**config.mk**
```make
export PLATFORM = sky130hd
export DESIGN_NAME = bfha_ctrl
export DESIGN_NICKNAME = d
export VERILOG_FILES = /design/src/rtl/bfha_pkg.sv /design/src/rtl/bfha_ctrl.sv
export SDC_FILE = /design/constraint.sdc
export NUM_CORES = 1
export LEC_CHECK = 0
export ABC_AREA = 1
export ABC_CLOCK_PERIOD_IN_PS = 1270
export BUFFER_PORTS_ARGS = -buffer_cell sky130_fd_sc_hd__buf_4
export CAP_MARGIN = 5
export CELL_PAD_IN_SITES_DETAIL_PLACEMENT = 1
export CELL_PAD_IN_SITES_GLOBAL_PLACEMENT = 1
export CORE_MARGIN = 2
export CORE_UTILIZATION = 30
export CTS_CLUSTER_DIAMETER = 200
export DETAILED_ROUTE_END_ITERATION = 10
export PLACE_DENSITY_LB_ADDON = 0.1
export SLEW_MARGIN = 25
export SYNTH_ARGS = -nofsm -noshare
export SYNTH_HDL_FRONTEND = slang
export SYNTH_SLANG_ARGS = --single-unit
```
**constraint.sdc**
```tcl
create_clock -name clk -period 1.27 [get_ports clk]
set_input_delay 0.0635 -clock clk [delete_from_list [all_inputs] [get_ports clk]]
set_output_delay 0.0635 -clock clk [all_outputs]
set_load 0.1 [all_outputs]
```
**src/rtl/bfha_pkg.sv**
```systemverilog
// ----------------------------------------------------------------------------
// bfha_pkg
// shared types and codes for the best-fit heap allocator
// ----------------------------------------------------------------------------
package bfha_pkg;

    // request codes
    localparam logic [1:0] MODE_ALLOC    = 2'd0;
    localparam logic [1:0] MODE_FREE     = 2'd1;
    localparam logic [1:0] MODE_CLASSIFY = 2'd2;
    localparam logic [1:0] MODE_RSVD     = 2'd3;

    // address class codes
    localparam logic [3:0] CLS_NULL       = 4'd0;
    localparam logic [3:0] CLS_INVALID    = 4'd1;
    localparam logic [3:0] CLS_FREE_SZ    = 4'd2;
    localparam logic [3:0] CLS_FREE_SZ_U  = 4'd3;
    localparam logic [3:0] CLS_FREE_NX    = 4'd4;
    localparam logic [3:0] CLS_FREE_NX_U  = 4'd5;
    localparam logic [3:0] CLS_FREE_DAT   = 4'd6;
    localparam logic [3:0] CLS_FREE_DAT_U = 4'd7;
    localparam logic [3:0] CLS_USED_SZ    = 4'd8;
    localparam logic [3:0] CLS_USED_SZ_U  = 4'd9;
    localparam logic [3:0] CLS_USED_DAT   = 4'd10;
    localparam logic [3:0] CLS_USED_DAT_U = 4'd11;

    // width of rounded request size and its search bound
    localparam int SZW = 18;

    typedef enum logic [4:0] {
        S_CLR,
        S_IDLE,
        S_DISPATCH,
        S_A_START,
        S_A_FB,
        S_A_FS,
        S_A_END,
        S_G_RD,
        S_G_LINK,
        S_G_RDSZ,
        S_G_SZ,
        S_G_HDR,
        S_G_REM,
        S_P_RD,
        S_P_LINK,
        S_P_HEAD,
        S_C_START,
        S_C_LOOP,
        S_C_SZ,
        S_C_NX,
        S_B_START,
        S_B_LOOP,
        S_B_SZ,
        S_FAIL,
        S_DONE
    } state_t;

    typedef enum logic [4:0] {
        OP_NONE,
        OP_CLEAR,
        OP_ACCEPT,
        OP_DISPATCH,
        OP_A_START,
        OP_A_FB,
        OP_A_FS,
        OP_G_RD,
        OP_G_LINK,
        OP_G_RDSZ,
        OP_G_SZ,
        OP_G_HDR,
        OP_G_REM,
        OP_P_RD,
        OP_P_LINK,
        OP_P_HEAD,
        OP_C_START,
        OP_C_RDSZ,
        OP_C_SZ,
        OP_C_NX,
        OP_B_START,
        OP_B_RDSZ,
        OP_B_SZ,
        OP_FAIL,
        OP_LOAD
    } op_t;

    typedef struct packed {
        logic [1:0] mode;
        logic       clr_last;
        logic       free_ok;
        logic       cls_trivial;
        logic       fb_zero;
        logic       walk_end;
        logic       best_none;
        logic       split;
        logic       n_lim;
        logic       cur_zero;
        logic       found;
        logic       blk_out;
        logic       chain_go;
        logic       out_busy;
    } status_t;

endpackage

```
**src/rtl/bfha_ctrl.sv**
```systemverilog
// ----------------------------------------------------------------------------
// bfha_ctrl
// sequencer for allocate, free and classify walks
// ----------------------------------------------------------------------------
module bfha_ctrl
    import bfha_pkg::*;
(
    input  logic    clk,
    input  logic    rst_n,
    input  logic    in_valid,
    output logic    in_stall,
    input  status_t st,
    output op_t     op
);

    state_t state_reg;
    state_t state_next;

    always_ff @(posedge clk or negedge rst_n)
    begin
        if (!rst_n)
        begin
            state_reg <= S_CLR;
        end
        else
        begin
            state_reg <= state_next;
        end
    end

    assign in_stall = (state_reg != S_IDLE);

    always_comb
    begin
        state_next = state_reg;
        case (state_reg)
            S_CLR:      if (st.clr_last) state_next = S_IDLE;
            S_IDLE:     if (in_valid) state_next = S_DISPATCH;
            S_DISPATCH:
            begin
                case (st.mode)
                    MODE_ALLOC:    state_next = S_A_START;
                    MODE_FREE:     state_next = st.free_ok ? S_P_RD : S_DONE;
                    MODE_CLASSIFY: state_next = st.cls_trivial ? S_DONE : S_C_START;
                    default:       state_next = S_DONE;
                endcase
            end
            S_A_START:  state_next = S_A_FB;
            S_A_FB:     state_next = st.fb_zero ? S_A_END : S_A_FS;
            S_A_FS:     state_next = st.walk_end ? S_A_END : S_A_FB;
            S_A_END:    state_next = st.best_none ? S_FAIL : S_G_RD;
            S_G_RD:     state_next = S_G_LINK;
            S_G_LINK:   state_next = S_G_RDSZ;
            S_G_RDSZ:   state_next = S_G_SZ;
            S_G_SZ:     state_next = st.split ? S_G_HDR : S_DONE;
            S_G_HDR:    state_next = S_G_REM;
            S_G_REM:    state_next = S_P_RD;
            S_P_RD:     state_next = S_P_LINK;
            S_P_LINK:   state_next = S_P_HEAD;
            S_P_HEAD:   state_next = S_DONE;
            S_C_START:  state_next = S_C_LOOP;
            S_C_LOOP:   state_next = (st.n_lim || st.cur_zero) ? S_B_START : S_C_SZ;
            S_C_SZ:     state_next = st.found ? S_DONE : S_C_NX;
            S_C_NX:     state_next = S_C_LOOP;
            S_B_START:  state_next = S_B_LOOP;
            S_B_LOOP:   state_next = (st.n_lim || st.blk_out) ? S_DONE : S_B_SZ;
            S_B_SZ:     state_next = st.chain_go ? S_B_LOOP : S_DONE;
            S_FAIL:     state_next = S_DONE;
            S_DONE:     if (!st.out_busy) state_next = S_IDLE;
            default:    state_next = S_IDLE;
        endcase
    end

    always_comb
    begin
        op = OP_NONE;
        case (state_reg)
            S_CLR:      op = OP_CLEAR;
            S_IDLE:     op = in_valid ? OP_ACCEPT : OP_NONE;
            S_DISPATCH: op = OP_DISPATCH;
            S_A_START:  op = OP_A_START;
            S_A_FB:     op = OP_A_FB;
            S_A_FS:     op = OP_A_FS;
            S_A_END:    op = OP_NONE;
            S_G_RD:     op = OP_G_RD;
            S_G_LINK:   op = OP_G_LINK;
            S_G_RDSZ:   op = OP_G_RDSZ;
            S_G_SZ:     op = OP_G_SZ;
            S_G_HDR:    op = OP_G_HDR;
            S_G_REM:    op = OP_G_REM;
            S_P_RD:     op = OP_P_RD;
            S_P_LINK:   op = OP_P_LINK;
            S_P_HEAD:   op = OP_P_HEAD;
            S_C_START:  op = OP_C_START;
            S_C_LOOP:   op = OP_C_RDSZ;
            S_C_SZ:     op = OP_C_SZ;
            S_C_NX:     op = OP_C_NX;
            S_B_START:  op = OP_B_START;
            S_B_LOOP:   op = OP_B_RDSZ;
            S_B_SZ:     op = OP_B_SZ;
            S_FAIL:     op = OP_FAIL;
            S_DONE:     op = st.out_busy ? OP_NONE : OP_LOAD;
            default:    op = OP_NONE;
        endcase
    end

endmodule

```
# After elaboration in Yosys (flattened, before gate mapping)
# Cells that the tools add are included.
# totals
reg_bits	5
inputBits	18
out_inout_bits	6
elab_cells	56
# op_classes
eq_ne	30
muxes	18
reduce_logical	7
# op_table
cell	n
one-hot mux 5 bit (24 select lines)	1
one-hot mux 5 bit (23 select lines)	1
== test 5 bit, second input constant	9
== test 5 x 4 -> 1 bit, second input constant	8
two-way mux 5 bit	7
== test 5 x 3 -> 1 bit, second input constant	4
two-way mux 4 bit	4
one-hot mux 5 bit (3 select lines)	1
== test 5 x 2 -> 1 bit, second input constant	2
two-way mux 2 bit	3
!= test 2 bit, second input constant	3
== test 5 x 1 -> 1 bit, second input constant	1
logical NOT 5 bit	1
!= test 5 x 1 -> 1 bit, second input constant	1
OR reduction 2 bit	2
two-way mux 3 bit	1
AND reduction 3 bit	1
== test 2 x 1 -> 1 bit, second input constant	1
== test 2 bit, second input constant	1
logical NOT 2 bit	1
logical OR 1 bit	2

# Depth between registers and ports, before layout
# logic_depth
word_depth	3
mapped_depth	11
ltp_nobuf	10

# Worst setup path before layout
# OpenSTA, ideal clock, no wires.
# synth_timing
kind	register to output
startpoint	register state_reg[4]
endpoint	output op[4]
arrival_time_ns	2.731
required_ns	1.207
setup_slack_ns	-1.525
stages_incl_launch_ff	5
path_buffers	2
cell_sequence	dfrtp_1 -> buf_6 -> inv_4 -> buf_6 -> o21ai_0
# synth_via
elab_chain_cells	2
word_cells_on_any_way	25
classes_between	eq/ne (23); mux (1); reduce/logical (1)
# synth_lines
item	line_no	source
start, declared	bfha_ctrl.sv:16	state_t state_reg;
start signal, assigned	bfha_ctrl.sv:27	state_reg <= state_next;
== test 5 bit (tied with other cells)	bfha_ctrl.sv:77	case (state_reg)
one-hot mux 5 bit (24 select lines) (*)	bfha_ctrl.sv:77	
end, declared	bfha_ctrl.sv:13	output op_t op
# Mark *: on every way between the ends. The rest lies on a longest branch, timed or not.

# Worst setup path after layout
# layout_timing
startpoint	register state_reg[4]
endpoint	output op[0]
# Same word-level chain as after synthesis.

==> metrics.md <==
| Metric | Value |
|---|---|
| Outcome | complete, but fails checks |
| Failing checks | negative setup slack |
| Cell area after synthesis | 818 sq um |
| Max reg flops | 5 |
| Slew margin rel. | 78.6% |
| First-pass GRT wire length | 7510 um |
| GR peak layer | met2 |
| Die Area | 3160 sq um |
| Max Cap Viol | 0 |
| Detail-routed via count per cell | 6.06 |
| Filler instances | 319 |
| Root Driver | clkbuf_4 |
| Clock latency on the worst-skew pair | 0.28 ns |
| Synthesized flop and latch total | 5 |
| Vias in the first global route | 1500 |
| Max-slew violations | 0 |
| Clk pin slew, worst setup/hold paths | 0.06 ns |
| Unrepaired setup endpoints after global routing | true |
| Gpl congestion | 0.886 |
| Die H | 56.2 um |
| Ys Warns | 0 |
| Die width | 56.2 um |
| CP required | 1.21 ns |
| Max Fclk | 0.533 GHz |
| Register area | 131 sq um |
| Worst stage delay on the critical path | 0.45 ns |
| Final nets | 233 |
| Port Buffers | 23 |
| TritonCTS Buffers | 3 |
| Worst-margin pin slew | 0.320 ns |
| Period utilisation layout | 148% |
| Net Count, Synth | 159 |
| Setup CP Type | register to output pin |
| Worst setup SP type | register |
| Layout cells sized above 1 | 61.7% |
| Area Overhead vs Synth | 104% |
| Multi-input gate area | 744 sq um |
| CTS Sinks | 5 |
| Clk buf depth | 2 |
| Period minus WS final | 1.88 ns |
| Synth unique cells | 26 |
| WL per Instance | 24.9 um |
| DP HPWL | 3080 um |
| Mean Syn Cell Area | 5.80 sq um |
| Hold path endpoint | state_reg[2] |
| Area of the core | 2520 sq um |
| Seq/Total Area, Yosys | 15.3% |
| Post-placement setup slack | -0.425 ns |
| Slowest cell on the critical path | dfrtp_2 |
| Hold Crit Depth | 3 |
| Hold Violations, Final | 0 |
| Reg2Reg Setup Slack | -0.46 ns |
| Critical Path Fanout Max | 6 |
| Hold WC Path Type | primary input to register |
| Crit path DAT | 1.81 ns |
| Largest net degree at the start of global routing | 8 |
| Remaining DRCs | 0 |
| DRT Wirelength | 6090 um |
| Min-Delay Startpoint | st[4] |
| H-tree levels | 1 |
| Commonest non-fill, non-tap cell in the layout | buf_4 |
| Initial Util | 32.4% |
| GRT Util Overall | 31.3% |
| CP Launch Point | state_reg[4] |
| DRT Pass-1 Iters | 4 |
| Critical path endpoint category | output pin |
| Finished Layout Cells | 244 |
| Vias | 1478 |
| Commonest non-fill, non-tap cells in the layout | 61 x buf_4, 19 x nand2_1, 18 x nor2_1 |
| Final WS setup | -0.606 ns |
| Global Route met1 Usage | 36.6% |
| Cells on worst reg2reg path | 10 |
| Cell Chain, Critical Path | clkinv_4 -> nand2_1 -> inv_1 -> o21ai_1 -> nand4_1 -> buf_8 |
| Setup violators final | 11 |
| Reg2reg start | state_reg[4] |
| Initial antenna violation count | 0 |
| GR Layer Usage met3 | 3.72% |
| Syn Inst Count | 141 |
| Routed Antenna Nets | 0 |
| Site row count | 18 |
| DRT iter0 DRCs | 76 |
| Placed insts | 228 |
| Grt total ovfl | 0 |
| End of the worst register-to-register path | state_reg[0] |
| I/O Pins | 24 |
| ANT cells | 0 |
| Global routing usage on met2 | 56.3% |
| Final clock skew | 0.00638 ns |
| TritonCTS clock tree | done |
[kinds of logic after synthesis]
group	Yosys count	share of synthesized area (%)
buf+inv	22	14.7
simple gates	99	58.4
flops	5	15.3
compound gates	15	11.6
[timing repair]
action | in CTS | in global routing
endpoints found under the setup margin | 11 | 11
pin swaps | 6 | 3
cloned | 0 | 0
hold buffers | 1 | 0
hold endpoints to repair | 5 | 0
setup buffers | 8 | 3
resized for setup | 41 | 22
[synthesized netlist by cell type (all sizes together)]
| cell type | n | area, sq um |
|---|---|---|
| nor2 | 35 | 170 |
| a22oi | 1 | 7.51 |
| o21ai | 6 | 30.0 |
| o31ai | 2 | 15.0 |
| inv | 18 | 72.6 |
| nand3 | 18 | 90.1 |
| nand2 | 31 | 124 |
| dfrtp | 5 | 125 |
| a221oi | 1 | 8.76 |
| nor3 | 5 | 30.0 |
| nor4 | 1 | 6.26 |
| o211ai | 2 | 15.0 |
| nand4 | 7 | 43.8 |
| o2111ai | 1 | 8.76 |
| or2 | 1 | 6.26 |
| clkbuf | 1 | 13.8 |
| a21oi | 2 | 10.0 |
| buf | 3 | 33.8 |
| nand3b | 1 | 7.51 |
[layout make-up]
class | instances | share of cell area (%)
clock buffer | 4 | 1.58
inverter | 18 | 4.66
multi-input combinational | 114 | 44.7
sequential | 5 | 7.89
tap | 30 | 2.25
timing repair buffer | 73 | 38.9
[worst max path at each step]
stage	slack, ns	endpoint
after floorplan	-0.52	op[0]
after global placement	-0.33	state_reg[2]
after detailed placement	-0.43	state_reg[2]
after CTS	-0.38	op[0]
after global routing	-0.64	op[0]
final	-0.61	op[0]
[critical path, delay by kind of cell (launching register included)]
kind	cells	cell delay (ns)
AND/OR/NAND/NOR	2	0.36
flip-flops	1	0.45
buffers and inverters	3	0.50
AO/OA/AOI/OAI	1	0.20
[layer usage]
metal / wire [um] / vias to the layer above
met4: 355 / 0
met1: 2290 / 717
met5: 0 / -
met2: 3010 / 107
li1: - / 617
met3: 430 / 37
[stage by stage]
stage	util [%]	hold WS, ns	area (sq um)	setup TNS, ns
finish	66.0	0.122	1670	-4.36
global placement	51.9	-0.128	1310	-2.63
global route	66.0	0.138	1670	-4.67
CTS	61.5	0.0714	1550	-3.08
floorplan	-	-0.232	861	-1.88
detailed placement	51.9	-0.127	1310	-3.10
Power is left out: the tool's default activity adds up to more than one toggle a clock period on the data nets, which glitch-free logic cannot reach.
